`config.mk`:
```
export PLATFORM = sky130hd
export DESIGN_NAME = i2c_master_byte_engine_flat
export DESIGN_NICKNAME = d
export VERILOG_FILES = /design/src/hw/rtl/i2cm_pkg.sv /design/src/hw/rtl/i2cm_if.sv /design/src/hw/rtl/i2cm_timer.sv /design/src/hw/rtl/i2c_master_byte_engine.sv /design/src/flat_wrapper.sv
export SDC_FILE = /design/constraint.sdc
export NUM_CORES = 1
export LEC_CHECK = 0
export ABC_CLOCK_PERIOD_IN_PS = 6600
export BUFFER_PORTS_ARGS = -buffer_cell sky130_fd_sc_hd__buf_4
export CAP_MARGIN = 20
export CORE_ASPECT_RATIO = 0.7
export CORE_MARGIN = 1
export CORE_UTILIZATION = 40
export CTS_BUF_LIST = sky130_fd_sc_hd__clkbuf_16
export CTS_CLUSTER_SIZE = 14
export DETAILED_ROUTE_END_ITERATION = 8
export SLEW_MARGIN = 0
export SYNTH_ARGS = -nofsm -noshare
export SYNTH_HDL_FRONTEND = slang
export SYNTH_HIERARCHICAL = 1
export SYNTH_SLANG_ARGS = --single-unit
```
`constraint.sdc`:
```
create_clock -name clk -period 6.6 [get_ports clk]
set_input_delay 1.32 -clock clk [delete_from_list [all_inputs] [get_ports clk]]
set_output_delay 1.32 -clock clk [all_outputs]
set_load 0.01 [all_outputs]
```
`src/hw/rtl/i2cm_pkg.sv`:
```
// i2cm_pkg: shared types and constants for the i2c master byte engine
// no dependencies; used by the interfaces, the timer, the top level and the checker
package i2cm_pkg;

  // width of the half period register
  localparam int HP_W = 16;

  // command codes carried in the op field
  localparam logic [2:0] OP_NONE    = 3'd0;
  localparam logic [2:0] OP_START   = 3'd1;
  localparam logic [2:0] OP_STOP    = 3'd2;
  localparam logic [2:0] OP_WRITE   = 3'd3;
  localparam logic [2:0] OP_READ    = 3'd4;
  localparam logic [2:0] OP_RECOVER = 3'd5;

  localparam logic [HP_W-1:0] HALF_PERIOD_RESET = 16'd100;
  localparam logic [3:0]      BITS_PER_BYTE     = 4'd8;

  typedef struct packed {
    logic [2:0] op;
    logic [7:0] write_data;
    logic       send_ack;
    logic       scl_in;
    logic       sda_in;
  } in_item_t;

  typedef struct packed {
    logic       scl_low;
    logic       sda_low;
    logic       done_res;
    logic [7:0] read_byte;
    logic       acked;
    logic       fault;
    logic       busy_res;
    logic       rejected;
  } out_item_t;

  // phase timer controls, highest priority first: load, clear, dec
  typedef struct packed {
    logic load;
    logic clear;
    logic dec;
  } tmr_ctl_t;

endpackage

```
`src/hw/rtl/i2cm_if.sv`:
```
// i2cm_if: valid/ready channels for the tick items and the result items
// depends on i2cm_pkg
interface i2cm_in_if;
  logic              valid;
  logic              ready;
  i2cm_pkg::in_item_t data;

  modport source (output valid, output data, input ready);
  modport sink   (input valid, input data, output ready);
endinterface

interface i2cm_out_if;
  logic               valid;
  logic               ready;
  i2cm_pkg::out_item_t data;

  modport source (output valid, output data, input ready);
  modport sink   (input valid, input data, output ready);
endinterface

```
`src/hw/rtl/i2cm_timer.sv`:
```
// i2cm_timer: line phase hold counter, reloaded with half_period - 1
// depends on i2cm_pkg
module i2cm_timer #(
  parameter int DELAY_BITS = 16
) (
  input  logic                       clk,
  input  logic                       rst,
  input  logic [i2cm_pkg::HP_W-1:0]  half_period,
  input  i2cm_pkg::tmr_ctl_t         ctl,
  output logic                       expired
);
  import i2cm_pkg::*;

  logic [DELAY_BITS-1:0] count;
  logic [HP_W-1:0]       reload;

  // zero half period acts as one
  assign reload  = (half_period == '0) ? '0 : half_period - HP_W'(1);
  assign expired = (count == '0);

  always_ff @(posedge clk) begin
    if (rst) begin
      count <= '0;
    end else if (ctl.load) begin
      count <= DELAY_BITS'(reload);
    end else if (ctl.clear) begin
      count <= '0;
    end else if (ctl.dec) begin
      count <= count - DELAY_BITS'(1);
    end
  end

endmodule

```
`src/hw/rtl/i2c_master_byte_engine.sv`:
```
// i2c_master_byte_engine: open-drain i2c master, one clock tick per transaction
// depends on i2cm_pkg, i2cm_if and i2cm_timer
//
//  channel   dir  payload                                          handshake
//  in_ch     in   op, write_data, send_ack, scl_in, sda_in         valid/ready
//  out_ch    out  scl_low, sda_low, done_res, read_byte, acked,    valid/ready
//                 fault, busy_res, rejected
//  cfg       in   cfg_wdata = half_period                          cfg_we
//
//  every tick transaction yields one result transaction, registered on acceptance
//  one tick is accepted per clock while the result register is free; the next state is one pass of logic from the
//  state registers into the result register
//  in_ch.ready drops only while a result is held and out_ch.ready is low
//  synchronous reset: idle, lines released, half_period 100, no result pending
//  line phases are counted in ticks, not clocks, so stalls stretch the bus timing
module i2c_master_byte_engine #(
  parameter int RECOVERY_PULSES = 32,
  parameter int DELAY_BITS      = 16
) (
  input  logic                       clk,
  input  logic                       rst,
  i2cm_in_if.sink                    in_ch,
  i2cm_out_if.source                 out_ch,
  input  logic                       cfg_we,
  input  logic [i2cm_pkg::HP_W-1:0]  cfg_wdata
);
  import i2cm_pkg::*;

  // pulse counter only needs to reach the configured pulse limit
  localparam int PULSE_W = $clog2(RECOVERY_PULSES + 1);

  // s = start, p = stop, w = write, r = read, c = recovery
  typedef enum logic [4:0] {
    PH_IDLE,
    PH_S1, PH_S2, PH_S3, PH_S4,
    PH_P1, PH_P2, PH_P3,
    PH_W1, PH_W2, PH_W3, PH_W4, PH_W4B, PH_W5, PH_W6,
    PH_R1, PH_R2, PH_R3, PH_R4, PH_R5, PH_R6, PH_R7,
    PH_C1, PH_C2, PH_C3, PH_C4, PH_C5,
    PH_FIN
  } phase_t;

  // sequencer state
  phase_t             phase;
  logic [3:0]         bit_count;
  logic [7:0]         shift_reg;
  logic [PULSE_W-1:0] pulse_count;
  logic               ack_to_send;
  logic               ack_seen;
  logic               fault_flag;
  logic               scl_drive;
  logic               sda_drive;
  logic [7:0]         last_read;
  logic [HP_W-1:0]    half_period;

  // state after command decode, before the phase action
  phase_t     phase_e;
  logic [3:0] bit_count_e;
  logic [7:0] shift_e;
  logic       ack_to_send_e;

  // next state
  phase_t             phase_next;
  logic [3:0]         bit_count_next;
  logic [7:0]         shift_next;
  logic [PULSE_W-1:0] pulse_next;
  logic               ack_to_send_next;
  logic               ack_seen_next;
  logic               fault_next;
  logic               scl_next;
  logic               sda_next;
  logic [7:0]         last_read_next;

  logic       accept;
  logic       cmd_ok;
  logic       start;
  logic       rejected;
  logic       act;
  logic       expired;
  logic       do_hold;
  logic       do_tick;
  logic       done;
  logic [3:0] bit_inc;
  logic [PULSE_W-1:0] pulse_inc;
  tmr_ctl_t   tmr_ctl;
  in_item_t   item;
  out_item_t  result;

  assign item   = in_ch.data;
  // result register frees up when empty or being drained
  assign in_ch.ready = !out_ch.valid || out_ch.ready;
  assign accept = in_ch.valid && in_ch.ready;

  // unknown op codes are dropped silently while idle
  assign cmd_ok   = (item.op == OP_START) || (item.op == OP_STOP) || (item.op == OP_WRITE)
                 || (item.op == OP_READ)  || (item.op == OP_RECOVER);
  assign rejected = (item.op != OP_NONE) && (phase != PH_IDLE);
  assign start    = (phase == PH_IDLE) && cmd_ok;

  always_comb begin
    phase_e       = phase;
    bit_count_e   = bit_count;
    shift_e       = shift_reg;
    ack_to_send_e = ack_to_send;
    if (start) begin
      bit_count_e = '0;
      unique case (item.op)
        OP_START: phase_e = PH_S1;
        OP_STOP:  phase_e = PH_P1;
        OP_WRITE: begin
          phase_e = PH_W1;
          shift_e = item.write_data;
        end
        OP_READ: begin
          phase_e       = PH_R1;
          shift_e       = '0;
          ack_to_send_e = item.send_ack;
        end
        default:  phase_e = PH_C1;
      endcase
    end
  end

  // a fresh command always acts on its first tick
  assign act       = (phase_e != PH_IDLE) && (start || expired);
  assign bit_inc   = bit_count_e + 4'd1;
  assign pulse_inc = pulse_count + PULSE_W'(1);

  // phase actions
  always_comb begin
    phase_next       = phase_e;
    bit_count_next   = bit_count_e;
    shift_next       = shift_e;
    pulse_next       = pulse_count;
    ack_to_send_next = ack_to_send_e;
    ack_seen_next    = ack_seen;
    fault_next       = fault_flag;
    scl_next         = scl_drive;
    sda_next         = sda_drive;
    last_read_next   = last_read;
    do_hold          = 1'b0;
    do_tick          = 1'b0;
    done             = 1'b0;
    if (act) begin
      unique case (phase_e)
        PH_S1: begin sda_next = 1'b0; do_hold = 1'b1; phase_next = PH_S2; end
        PH_S2: begin scl_next = 1'b0; do_hold = 1'b1; phase_next = PH_S3; end
        PH_S3: begin sda_next = 1'b1; do_hold = 1'b1; phase_next = PH_S4; end
        PH_S4: begin scl_next = 1'b1; do_hold = 1'b1; phase_next = PH_FIN; end
        PH_P1: begin sda_next = 1'b1; do_hold = 1'b1; phase_next = PH_P2; end
        PH_P2: begin scl_next = 1'b0; do_hold = 1'b1; phase_next = PH_P3; end
        PH_P3: begin sda_next = 1'b0; do_hold = 1'b1; phase_next = PH_FIN; end
        PH_W1: begin
          // msb first, a one releases sda
          sda_next   = !shift_e[7];
          shift_next = {shift_e[6:0], 1'b0};
          do_hold    = 1'b1;
          phase_next = PH_W2;
        end
        PH_W2: begin scl_next = 1'b0; do_hold = 1'b1; phase_next = PH_W3; end
        PH_W3: begin
          scl_next       = 1'b1;
          bit_count_next = bit_inc;
          do_tick        = 1'b1;
          phase_next     = (bit_inc >= BITS_PER_BYTE) ? PH_W4 : PH_W1;
        end
        PH_W4:  begin sda_next = 1'b0; do_hold = 1'b1; phase_next = PH_W4B; end
        PH_W4B: begin do_hold = 1'b1; phase_next = PH_W5; end
        PH_W5: begin
          ack_seen_next = !item.sda_in;
          scl_next      = 1'b0;
          do_hold       = 1'b1;
          phase_next    = PH_W6;
        end
        PH_W6: begin scl_next = 1'b1; do_hold = 1'b1; phase_next = PH_FIN; end
        PH_R1: begin sda_next = 1'b0; do_tick = 1'b1; phase_next = PH_R2; end
        PH_R2: begin scl_next = 1'b0; do_hold = 1'b1; phase_next = PH_R3; end
        PH_R3: begin
          if (!item.scl_in) begin
            // slave stretching the clock
            do_tick = 1'b1;
          end else begin
            shift_next     = {shift_e[6:0], item.sda_in};
            scl_next       = 1'b1;
            bit_count_next = bit_inc;
            do_hold        = 1'b1;
            phase_next     = (bit_inc >= BITS_PER_BYTE) ? PH_R4 : PH_R2;
          end
        end
        PH_R4: begin sda_next = ack_to_send_e; do_tick = 1'b1; phase_next = PH_R5; end
        PH_R5: begin scl_next = 1'b0; do_hold = 1'b1; phase_next = PH_R6; end
        PH_R6: begin scl_next = 1'b1; do_hold = 1'b1; phase_next = PH_R7; end
        PH_R7: begin
          sda_next       = 1'b0;
          last_read_next = shift_e;
          phase_next     = PH_IDLE;
          done           = 1'b1;
        end
        PH_C1: begin
          scl_next   = 1'b0;
          sda_next   = 1'b0;
          do_hold    = 1'b1;
          phase_next = PH_C2;
        end
        PH_C2: begin
          fault_next = !item.scl_in;
          if (item.sda_in) begin
            phase_next = PH_IDLE;
            done       = 1'b1;
          end else begin
            pulse_next = '0;
            do_tick    = 1'b1;
            phase_next = PH_C3;
          end
        end
        PH_C3: begin scl_next = 1'b1; do_hold = 1'b1; phase_next = PH_C4; end
        PH_C4: begin scl_next = 1'b0; do_hold = 1'b1; phase_next = PH_C5; end
        PH_C5: begin
          pulse_next = pulse_inc;
          if (item.sda_in) begin
            phase_next = PH_IDLE;
            done       = 1'b1;
          end else if (pulse_inc >= PULSE_W'(RECOVERY_PULSES)) begin
            // sda still stuck after the last pulse
            fault_next = 1'b1;
            phase_next = PH_IDLE;
            done       = 1'b1;
          end else begin
            do_tick    = 1'b1;
            phase_next = PH_C3;
          end
        end
        PH_FIN: begin phase_next = PH_IDLE; done = 1'b1; end
        default: phase_next = PH_IDLE;
      endcase
    end
  end

  // hold timer: count down between actions, reload after a held action
  assign tmr_ctl.load  = accept && act && do_hold;
  assign tmr_ctl.clear = accept && (start || (act && do_tick));
  assign tmr_ctl.dec   = accept && (phase_e != PH_IDLE) && !act;

  i2cm_timer #(
    .DELAY_BITS (DELAY_BITS)
  ) u_timer (
    .clk         (clk),
    .rst         (rst),
    .half_period (half_period),
    .ctl         (tmr_ctl),
    .expired     (expired)
  );

  // configuration register
  always_ff @(posedge clk) begin
    if (rst) begin
      half_period <= HALF_PERIOD_RESET;
    end else if (cfg_we) begin
      half_period <= cfg_wdata;
    end
  end

  // sequencer state, advanced once per accepted tick
  always_ff @(posedge clk) begin
    if (rst) begin
      phase       <= PH_IDLE;
      bit_count   <= '0;
      shift_reg   <= '0;
      pulse_count <= '0;
      ack_to_send <= 1'b0;
      ack_seen    <= 1'b0;
      fault_flag  <= 1'b0;
      scl_drive   <= 1'b0;
      sda_drive   <= 1'b0;
      last_read   <= '0;
    end else if (accept) begin
      phase       <= phase_next;
      bit_count   <= bit_count_next;
      shift_reg   <= shift_next;
      pulse_count <= pulse_next;
      ack_to_send <= ack_to_send_next;
      ack_seen    <= ack_seen_next;
      fault_flag  <= fault_next;
      scl_drive   <= scl_next;
      sda_drive   <= sda_next;
      last_read   <= last_read_next;
    end
  end

  // result as seen after this tick
  always_comb begin
    result.scl_low   = scl_next;
    result.sda_low   = sda_next;
    result.done_res  = done;
    result.read_byte = last_read_next;
    result.acked     = ack_seen_next;
    result.fault     = fault_next;
    result.busy_res  = (phase_next != PH_IDLE);
    result.rejected  = rejected;
  end

  // result register
  always_ff @(posedge clk) begin
    if (rst) begin
      out_ch.valid <= 1'b0;
    end else if (accept) begin
      out_ch.valid <= 1'b1;
    end else if (out_ch.ready) begin
      out_ch.valid <= 1'b0;
    end
  end

  always_ff @(posedge clk) begin
    if (accept) begin
      out_ch.data <= result;
    end
  end

endmodule

```
`src/flat_wrapper.sv`:
```
// flat-port wrapper written by rule: the top's interface ports become plain ports
module i2c_master_byte_engine_flat import i2cm_pkg::*;
#(
  parameter int RECOVERY_PULSES = 32,
  parameter int DELAY_BITS      = 16
)
  (clk, rst, cfg_we, cfg_wdata, in_ch_valid, in_ch_data, in_ch_ready, out_ch_valid, out_ch_data, out_ch_ready);
  i2cm_in_if in_ch_i ();
  i2cm_out_if out_ch_i ();
  input  logic clk;
  input  logic rst;
  input  logic cfg_we;
  input  logic [i2cm_pkg::HP_W-1:0] cfg_wdata;
  input wire logic [$bits(in_ch_i.valid)-1:0] in_ch_valid;
  input wire logic [$bits(in_ch_i.data)-1:0] in_ch_data;
  output wire logic [$bits(in_ch_i.ready)-1:0] in_ch_ready;
  output wire logic [$bits(out_ch_i.valid)-1:0] out_ch_valid;
  output wire logic [$bits(out_ch_i.data)-1:0] out_ch_data;
  input wire logic [$bits(out_ch_i.ready)-1:0] out_ch_ready;
  assign in_ch_i.valid = in_ch_valid;
  assign in_ch_i.data = in_ch_data;
  assign in_ch_ready = in_ch_i.ready;
  assign out_ch_valid = out_ch_i.valid;
  assign out_ch_data = out_ch_i.data;
  assign out_ch_i.ready = out_ch_ready;
  i2c_master_byte_engine #(.RECOVERY_PULSES(RECOVERY_PULSES), .DELAY_BITS(DELAY_BITS)) u_core (.clk(clk), .rst(rst), .in_ch(in_ch_i), .out_ch(out_ch_i), .cfg_we(cfg_we), .cfg_wdata(cfg_wdata));
endmodule
```
# --- After elaboration in Yosys (flattened, before gate mapping) ---
# Cells that the tools add are included.
word_totals:
  inputBits: 35
  ff_bits: 84
  out_inout_bits: 17
  wordCells: 156
op_classes:
  n_eq_ne: 33
  muxes: 55
  magnitude_cmp: 2
  reduce_logical: 41
  add_sub_neg: 4
ops:
  columns: ["op", "count"]
  rows:
  - ["$pmux W5 S23", 1]
  - ["$mux W16", 4]
  - ["$eq A5 B5 Y1 const B", 12]
  - ["$eq A5 B4 Y1 const B", 8]
  - ["$mux W8", 5]
  - ["$logic_not A16 Y1", 2]
  - ["$pmux W8 S2", 2]
  - ["$sub A16 B1 Y16 const B", 2]
  - ["$mux W5", 6]
  - ["$mux W1", 22]
  - ["$eq A5 B3 Y1 const B", 4]
  - ["$pmux W5 S4", 1]
  - ["$reduce_or A19 Y1", 1]
  - ["$reduce_bool A5 Y1", 3]
  - ["$mux W4", 3]
  - ["$pmux W6 S2", 1]
  - ["$eq A5 B2 Y1 const B", 2]
  - ["$logic_and A1 B1 Y1", 10]
  - ["$pmux W1 S4", 2]
  - ["$pmux W4 S2", 1]
  - ["$reduce_or A8 Y1", 1]
  - ["$logic_or A1 B1 Y1", 7]
  - ["$add A6 B1 Y6 const B", 1]
  - ["$eq A3 B2 Y1 const B", 2]
  - ["other kinds (20)", 32]

# --- Logic depth before layout (Yosys ltp) ---
# Gate-level depths: netlist (run 1).
logic_depth:
  ltp_word: 16
  depth_mapped: 15
  mapped_depth_nobuf: 12

# --- Hierarchy ---
# Netlist (run 1), hierarchy kept.
modules_own_cells:
  columns: ["module", "seq_area_each_um2", "n_inst", "area_per_inst_um2", "cells_per_inst"]
  rows:
  - ["i2c_master_byte_engine", 1511.4, 1, 3881.2, 452]
  - ["i2cm_timer", 320.3, 1, 1227.4, 155]

# --- Least setup slack after synthesis (run 1) ---
# No wires, ideal clock.
synth_timing:
  kind: "input -> register"
  start: "in in_ch_data[13]"
  end: "reg u_core.u_timer.count[5]"
  required_ns: 6.475
  path_buffers: 3
  setup_time_ns: 0.125
  slack_ns: 2.782
  path_stages: 13
  t_arrival_ns: 3.693
  path_cell_list: "buf_4 > nor2b_4 > o211a_1 > or2_2 > clkbuf_1 > a311oi_1 > a21oi_1 > o21ai_0 > a21oi_1 > or3_1 > buf_1 > o21ai_0 > o22ai_1"
synth_rtl:
  columns: ["element", "line", "rtl"]
  rows:
  - ["start: declaration", "flat_wrapper.sv:15", "input wire logic [$bits(in_ch_i.data)-1:0] in_ch_data;"]
  - ["end signal: assignment", "i2cm_timer.sv:25", "count <= DELAY_BITS'(reload);"]
  - ["end signal: assignment", "i2cm_timer.sv:29", "count <= count - DELAY_BITS'(1);"]
  - ["end: declaration", "i2cm_timer.sv:14", "logic [DELAY_BITS-1:0] count;"]

==> results of run 1 <==
==> logic make-up (layout without fill, tap and decap cells) <==
| logic type | Yosys count | in the layout | share of synthesized area [%] |
|---|---|---|---|
| compound gates | 167 | 167 | 22.92 |
| xor+xnor | 25 | 25 | 4.286 |
| fa+ha+maj | 4 | 4 | 0.9797 |
| buf+inv | 55 | 94 | 4.653 |
| flops | 84 | 84 | 35.86 |
| mux | 36 | 36 | 7.274 |
| simple gates | 236 | 236 | 24.03 |
==> routing by layer <==
metal  vias up  global-route usage [%]
li1       2323                       -
met1      2293                   32.45
met2       185                   29.38
met3        23                   6.416
met4         0                   5.952
met5         -                       0
==> cell usage after synthesis, types with 4 or more instances <==
master | number | share of area, %
a211oi_1 | 13 | 1.9
a21o_1 | 4 | 0.59
a21oi_1 | 44 | 4.3
a22o_1 | 8 | 1.4
a22oi_1 | 5 | 0.73
a311oi_1 | 5 | 0.86
a31oi_1 | 13 | 1.6
a32oi_1 | 4 | 0.69
buf_1 | 5 | 0.37
buf_2 | 7 | 0.69
clkbuf_1 | 21 | 1.5
dfxtp_1 | 69 | 27
edfxtp_1 | 15 | 8.8
ha_1 | 4 | 0.98
inv_1 | 18 | 1.3
mux2_2 | 9 | 2.0
mux2i_1 | 27 | 5.3
nand2_1 | 50 | 3.7
nand3_1 | 16 | 1.6
nand3b_1 | 4 | 0.59
nand4_1 | 10 | 1.2
nor2_1 | 77 | 5.7
nor2b_1 | 8 | 0.98
nor3_1 | 23 | 2.3
nor4_1 | 6 | 0.73
nor4b_1 | 4 | 0.69
o21ai_0 | 21 | 2.1
o22ai_1 | 6 | 0.73
o32ai_1 | 4 | 0.69
or2_2 | 4 | 0.49
or3_1 | 6 | 0.73
xnor2_1 | 8 | 1.4
xor2_1 | 17 | 2.9
==> metrics by stage <==
step | hold slack (ps) | setup slack (ps) | instances | utilization (%) | power [uW]
2_1_floorplan | 432.9 | 2782 | 607 | - | 1656
3_3_place_gp | 439.5 | 2115 | 790 | 44.89 | 1971
3_5_place_dp | 447.0 | 1891 | 790 | 44.89 | 1978
4_1_cts | 456.5 | 2227 | 806 | 47.26 | 2504
5_1_grt | 467.0 | 2089 | 808 | 47.36 | 2696
6_report | 452.9 | 2336 | 808 | 47.36 | 2540
==> worst reg2reg max path, delay by kind of cell, from the launching register on <==
kind	cells	cell delay (ps)
compound gates	3	940
flops	1	360
buf+inv	1	220
simple gates	7	2110
==> area by class of cell <==
| class | count | area, sq um |
|---|---|---|
| clock buffers | 9 | 225.2 |
| clock inverters | 7 | 68.82 |
| fillers | 1221 | 6539 |
| inverters | 18 | 67.56 |
| multi-input cells | 468 | 3039 |
| flip-flops and latches | 84 | 1832 |
| well taps | 162 | 202.7 |
| repair buffers | 60 | 447.9 |
==> power by group through the flow <==
stage | Combinational [uW] | Sequential [uW] | Clock [uW]
after global placement | 1280 | 692 | 0
after floorplan | 981 | 675 | 0
after global routing | 1450 | 696 | 550
after detailed placement | 1280 | 694 | 0
after CTS | 1290 | 685 | 525
final | 1340 | 687 | 513
==> worst paths after layout <==
check	startpoint	to	slack, ps	depth (start not counted)
hold reg to reg	u_core/last_read[5]	u_core/last_read[5]	450	2
setup reg to reg	u_core/u_timer/count[2]	u_core/u_timer/count[8]	2890	11
hold / removal	u_core/last_read[5]	u_core/last_read[5]	450	2
setup / recovery	in_ch_data[12]	u_core/u_timer/count[9]	2340	12
==> flow_summary.toml, run 1 <==
[run_status]
status = "complete, no violations"

[setup_path]
crit_type = "input pin to flop"
critPathMaxStageDelay_ps = 620
setup.worst_path.start_class = "input pin"
arrival_ps = 4510
worstPathCellList = "buf_4, and3b_1, o211ai_2, o211ai_1, nor4_2, inv_1, nand2_1, o21ai_0, a21oi_1, or3_1, o21bai_1, o32ai_1"
cp_slowest_cell = "nor4_2"
cp-end-kind = "flop"
cp_top_family = "compound AO/OA/AOI/OAI gates"
cp_num_buf_inv = 2
crit_required_ps = 6850
crit_fanout = 13

[die]
core_area_sq_mm = 0.01242
fp.dieArea_sq_mm = 0.01323
fp.dieW_um = 137.1
fp.dieH_um = 96.55
initial_core_util_pct = 41.13
core.rowCount = 34
num_io_pins = 52

[power_and_ir_drop]
powerDensity_mw_per_mm2 = 431.8
ir_drop_mv = 0.1590
power_frac_comb_pct = 52.8
clock_power_share_pct = 20.2
p_switching_uw = 1158
p_int_uw = 1382
seqPwrFrac_pct = 27.0
p_leak_uw = 0.002214
switching_share_pct = 45.59

[placed_design]
place.gp.congestion = 0.9727
portBuffers = 51
placed_area_sq_mm = 0.005577
dp_hpwl_um = 9829

[synthesis]
synth_seq_cells = 84
ys_warn_count = 6
synth-main-ff-cell = "dfxtp_1"
synth_cell_type_count = 79
ys_seq_area_share_pct = 35.86
syn_inst = 607
async_flop_share_pct = 0
synth_edf_count = 15
synth_nets = 646
netlist_area_sq_mm = 0.005109
syn_avg_cell_area_sq_um = 8.416

[timing]
maxSlewViolCount = 0
hold_violations = 0
fmax_mhz = 234.5
skew_ps = 7.763
fin_crit_sh_pct = 64.61
slew-limit-headroom_pct = 41.52
tightest_slew_ps = 877.1
finalSetupTns_ps = 0
fin_crit_ps = 4264
rsz0062_at_grt = "no"
setup_viol = 0

[clock_network]
clock_latency_ps = 350
cts_hold_buf = 0
postCtsSetupBuffers = 0
cts_resized = 0
clk_pin_slew_ps = 60
numCtsBuffers = 9
clkSinkCount = 84
ctsLongestPathBuffers = 2
clockRootBuffer = "clkbuf_16"
cts_tree = "built"
cts_max_level = 3

[route]
route.top_layer_used = "met4"
vias_per_cell = 5.970
m1WireLength_um = 7107
drc = 0
wl_met2_um = 5738
dr_wl_met3_um = 1163
dr.pass1.iters = 5
drt_iter0_drc = 472
dr_total_vias = 4824
wl_per_cell_um = 17.53
drtAntennaViolNets = 0
wl_um = 14160

[final_layout]
final_common_cell = "nor2_1"
post-route-cell-area_sq_mm = 0.005883
top_regs = "u_core/half_period (16), u_core/u_timer/count (16), u_core/out_ch.data (15)"
mostFrequentLayoutCells = "nor2_1 (77), dfxtp_1 (69), buf_4 (59), nand2_1 (50), a21oi_1 (44)"
nets = 680
drive_gt1_share_pct = 17.80
syn_to_final_growth_pct = 15.16
antennaDiodeCount = 0

[global_route]
grt_first_pass_wirelength_um = 21970
grt_pass1_vias = 4162
gr-total-overflow = 0
grtUsageTotal_pct = 21.68
antenna_found_initial = 0
grt_max_degree = 70

[worst_hold_path]
worstHoldPathType = "flop to flop"

[job]
cap_violations = 0
No activity file was read; power rests on OpenSTA's default activity.
==> run 2: changes to the inputs <==
--- a/config.mk
+++ b/config.mk
@@ -5,7 +5,7 @@
 export SDC_FILE = /design/constraint.sdc
 export NUM_CORES = 1
 export LEC_CHECK = 0
-export ABC_CLOCK_PERIOD_IN_PS = 6600
+export ABC_CLOCK_PERIOD_IN_PS = 4000
 export BUFFER_PORTS_ARGS = -buffer_cell sky130_fd_sc_hd__buf_4
 export CAP_MARGIN = 20
 export CORE_ASPECT_RATIO = 0.7
==> constraint.sdc (replaced) <==
create_clock -name clk -period 4 [get_ports clk]
set_input_delay 0.8 -clock clk [delete_from_list [all_inputs] [get_ports clk]]
set_output_delay 0.8 -clock clk [all_outputs]
set_load 0.01 [all_outputs]
==> flow_summary.toml, run 2 (same netlist as run 1, synthesis figures left out) <==
[route]
drt_iter0_drc = 366
wl_um = 14910
dr_total_vias = 4806
drtAntennaViolNets = 0
vias_per_cell = 5.875
drc = 0
dr.pass1.iters = 5
wl_per_cell_um = 18.23

[power_and_ir_drop]
switching_share_pct = 45.84
total_power_uw = 4316
p_switching_uw = 1978
powerDensity_mw_per_mm2 = 722.6
p_leak_uw = 0.002264
ir_drop_mv = 0.2615
p_int_uw = 2338
seqPwrFrac_pct = 26.2
power_frac_comb_pct = 53.4
clock_power_share_pct = 20.4

[clock_network]
clk_pin_slew_ps = 70
numCtsBuffers = 9
cts_max_level = 3
cts_hold_buf = 0
postCtsSetupBuffers = 0
clkSinkCount = 84
clock_latency_ps = 340
cts_resized = 0
cts_tree = "built"
ctsLongestPathBuffers = 2
clockRootBuffer = "clkbuf_16"

[worst_hold_path]
hold_end = "u_core/last_read[5]"
min_from = "u_core/last_read[5]"
worstHoldPathType = "flop to flop"
hold_depth = 2

[final_layout]
drive_gt1_share_pct = 19.36
final_common_cell = "nor2_1"
instances_no_fill = 818
nets = 690
syn_to_final_growth_pct = 16.92
mostFrequentLayoutCells = "nor2_1 (77), buf_4 (70), dfxtp_1 (69), nand2_1 (50), a21oi_1 (44)"
antennaDiodeCount = 0
top_regs = "u_core/half_period (16), u_core/u_timer/count (16), u_core/out_ch.data (15)"

[timing]
tightest_slew_ps = 798.0
fin_crit_ps = 3436
fmax_mhz = 291.1
rsz0062_at_grt = "no"
fin_crit_sh_pct = 85.89
slew-limit-headroom_pct = 46.05
setup_viol = 0
hold_violations = 0
finalSetupTns_ps = 0
skew_ps = 12.02
maxSlewViolCount = 0

[setup_path]
cp_top_family = "simple AND/OR/NAND/NOR gates"
r2r_cells = 11
cp_slowest_cell = "or4_4"
crit_fanout = 9
worst-r2r-setup-slack_ps = 560
critPathMaxStageDelay_ps = 570
crit_type = "flop to flop"
cp_num_buf_inv = 1
arrival_ps = 3710
setup.worst_path.start_class = "flop"
cp-end-kind = "flop"
worstReg2RegEnd = "u_core/u_timer/count[8]"
cp.depth = 11
crit_required_ps = 4270
worstPathCellList = "or4_4, nor4_4, nand2_1, nor4b_1, buf_4, a21o_2, nand2_2, nor2_1, o31a_1, nand2b_2, o22ai_1"
r2r-start = "u_core/u_timer/count[2]"

[die]
core_area_sq_mm = 0.01242
fp.dieW_um = 137.1
initial_core_util_pct = 41.13
num_io_pins = 52
fp.dieH_um = 96.55
fp.dieArea_sq_mm = 0.01323
core.rowCount = 34

[global_route]
grtUsageTotal_pct = 23.32
grt_max_degree = 70
grt_first_pass_wirelength_um = 23510
gr-total-overflow = 0
antenna_found_initial = 0
grt_pass1_vias = 4395

[placed_design]
dp.cells = 802
portBuffers = 51
place.gp.congestion = 0.9998
dp_hpwl_um = 10570

[run_status]
status = "complete, no violations"

[job]
cap_violations = 0
-- run 2: how the worst max path moves through the flow --
| stage | start | endpoint | slack [ps] |
|---|---|---|---|
| floorplan | in_ch_data[13] | u_core/u_timer/count[5] | 700 |
| detailed placement | in_ch_data[12] | u_core/u_timer/count[9] | 480 |
| finish | u_core/u_timer/count[2] | u_core/u_timer/count[8] | 560 |
| global placement | in_ch_data[12] | u_core/u_timer/count[1] | 570 |
| global route | u_core/u_timer/count[9] | u_core/u_timer/count[12] | 310 |
| CTS | u_core/u_timer/count[9] | u_core/u_timer/count[8] | 580 |
-- run 2: layout make-up --
class	instances	area [sq um]
Fill cell	1215	6449
Multi-Input combinational cell	468	3039
Sequential cell	84	1832
Timing Repair Buffer	70	525.5
Clock buffer	9	225.2
Tap cell	162	202.7
Clock inverter	7	81.33
Inverter	18	67.56
-- run 2: worst min-delay path, delay by kind of cell, from the launching register on --
family             cells  cell delay, ps
DFF                    1             310
AOI/OAI and AO/OA      1              50
and+or+nand+nor        1              50
-- run 2: stage by stage --
stage | setup WS [ps] | hold WS (ps) | util (%) | cell area, sq um
5_1_grt | 305.1 | 478.9 | 48.09 | 5973
3_3_place_gp | 567.6 | 439.9 | 45.62 | 5667
4_1_cts | 580.3 | 454.0 | 48.09 | 5973
3_5_place_dp | 477.7 | 443.9 | 45.62 | 5667
2_1_floorplan | 702.2 | 432.9 | - | 5109
6_report | 564.5 | 452.0 | 48.09 | 5973
-- run 2: power by group through the flow --
stage | sequential (uW) | combinational [uW] | clock [uW]
floorplan | 1110 | 1620 | 0
global placement | 1140 | 2260 | 0
detailed placement | 1150 | 2230 | 0
CTS | 1130 | 2240 | 904
global route | 1150 | 2480 | 941
finish | 1130 | 2300 | 881
-- run 2: layer usage --
metal | vias up | wire length [um] | track usage [%]
li1 | 2339 | - | -
met1 | 2254 | 7413 | 33.43
met2 | 192 | 6156 | 33.29
met3 | 21 | 1120 | 6.677
met4 | 0 | 224 | 6.960
met5 | - | 0 | 1.190
==> run 3: changes to the inputs <==
--- a/config.mk
+++ b/config.mk
@@ -10,10 +10,11 @@
 export CAP_MARGIN = 20
 export CORE_ASPECT_RATIO = 0.7
 export CORE_MARGIN = 1
-export CORE_UTILIZATION = 40
+export CORE_UTILIZATION = 60
 export CTS_BUF_LIST = sky130_fd_sc_hd__clkbuf_16
 export CTS_CLUSTER_SIZE = 14
 export DETAILED_ROUTE_END_ITERATION = 8
+export PLACE_DENSITY = 0.81
 export SLEW_MARGIN = 0
 export SYNTH_ARGS = -nofsm -noshare
 export SYNTH_HDL_FRONTEND = slang
==> flow_summary.toml, run 3 (same netlist as run 1, synthesis figures left out) <==
[run_status]
status = "finished with violations"
violations = "design-rule violations"

[timing]
slew-limit-headroom_pct = 21.74
finalSetupTns_ps = 0
fmax_mhz = 281.0
maxSlewViolCount = 0
hold_violations = 0
rsz0062_at_grt = "no"
setup_viol = 0
skew_ps = 6.877
fin_crit_sh_pct = 88.98
fin_crit_ps = 3559
tightest_slew_ps = 1165

[job]
cap_violations = 0

[route]
wl_um = 14690
drt_iter0_drc = 571
drtAntennaViolNets = 0
drc = 2
dr.pass1.iters = 9
wl_per_cell_um = 19.46
dr_total_vias = 5044
vias_per_cell = 6.681

[clock_network]
cts_hold_buf = 0
ctsLongestPathBuffers = 2
clock_latency_ps = 340
cts_max_level = 3
clk_pin_slew_ps = 70
clkSinkCount = 84
numCtsBuffers = 9
postCtsSetupBuffers = 0
cts_resized = 0
clockRootBuffer = "clkbuf_16"
cts_tree = "built"

[final_layout]
instances_no_fill = 755
syn_to_final_growth_pct = 14.94
multiInputGateArea_sq_mm = 0.003039
final_common_cell = "nor2_1"
nFillCells = 604
mostFrequentLayoutCells = "nor2_1 (77), dfxtp_1 (69), buf_4 (67), nand2_1 (50), a21oi_1 (44)"
nets = 687
drive_gt1_share_pct = 18.99
register_area_sq_mm = 0.001832
top_regs = "u_core/half_period (16), u_core/u_timer/count (16), u_core/out_ch.data (15)"

[die]
fp.dieW_um = 112.3
num_io_pins = 52
core_area_sq_mm = 0.008040
fp.dieH_um = 79.20
initial_core_util_pct = 63.54
core.rowCount = 27
fp.dieArea_sq_mm = 0.008893

[power_and_ir_drop]
ir_drop_mv = 0.3095
powerDensity_mw_per_mm2 = 722.2
p_leak_uw = 0.002249

[placed_design]
place.gp.congestion = 0.9671
dp_hpwl_um = 10260
portBuffers = 51
dp.cells = 738

[setup_path]
worstPathCellList = "or4_4, nor4_4, nand2_1, nor4b_1, buf_4, a21o_2, nand2_2, nor2_1, buf_4, o31a_1, nand2b_2, o22ai_1"
crit_type = "flop to flop"
crit_required_ps = 4270
arrival_ps = 3830
cp-end-kind = "flop"
critPathMaxStageDelay_ps = 570
cp_slowest_cell = "or4_4"
cp_num_buf_inv = 2
crit_top_cell = "buf_4"
crit_fanout = 9
cp_top_family = "simple AND/OR/NAND/NOR gates"
setup.worst_path.start_class = "flop"

[global_route]
grt_pass1_vias = 4570
grt_first_pass_wirelength_um = 23430
grt_max_degree = 70
gr-total-overflow = 0
grtUsageTotal_pct = 33.96
antenna_found_initial = 1

[worst_hold_path]
worstHoldPathType = "flop to flop"
run 3: changes by cell type in the layout (fill, tap and decap cells not counted), sizes merged:
cell | before | now
buf | 70 | 67
inv | 21 | 20
clkinv | 3 | 4
bufinv | 1 | 0
diode | 0 | 1
clkbuf | 9 | 10
run 3: final cells by class:
type                       instances  area share, %
tap                              101          2.152
inverter                          18          1.151
multi-input combinational        468          51.76
clock buffer                      10          4.262
clock inverter                     6         0.8736
antenna                            1        0.04262
sequential                        84          31.20
timing repair buffer              67          8.566
run 3: worst paths after layout:
check        slack (ps)                     from                      end  cells after the start
max                 440  u_core/u_timer/count[2]  u_core/u_timer/count[8]                     12
min                 460      u_core/last_read[4]      u_core/last_read[4]                      2
max reg2reg         440  u_core/u_timer/count[2]  u_core/u_timer/count[8]                     12
min reg2reg         460      u_core/last_read[4]      u_core/last_read[4]                      2
run 3: metal layers:
| layer | GRT usage [%] | up-vias | wire, um |
|---|---|---|---|
| li1 | - | 2330 | - |
| met1 | 47.75 | 2360 | 6426 |
| met2 | 48.51 | 323 | 6073 |
| met3 | 10.00 | 31 | 1877 |
| met4 | 13.60 | 0 | 316 |
| met5 | 0 | - | 0 |
run 3: per-stage QoR:
step | cell area, sq um | setup slack [ps] | utilization, % | power [uW] | hold slack (ps)
floorplan | 5109 | 702.2 | - | 2733 | 432.9
global placement | 5568 | 557.3 | 69.25 | 3282 | 438.3
detailed placement | 5568 | 448.6 | 69.25 | 3311 | 446.7
CTS | 5869 | 546.3 | 73.00 | 4169 | 455.7
global route | 5872 | 231.3 | 73.03 | 4461 | 482.7
finish | 5872 | 440.9 | 73.03 | 4241 | 459.3
run 3: where the power goes:
group / switching, uW / internal [uW]
logic: 1410 / 843
clock network: 376 / 469
registers: 151 / 991
total: 1940 / 2300
run 3: worst min-delay path: cells and delay by family (launching register included):
family / cells / cell delay (ps)
simple gates: 1 / 50
flops: 1 / 310
compound gates: 1 / 50
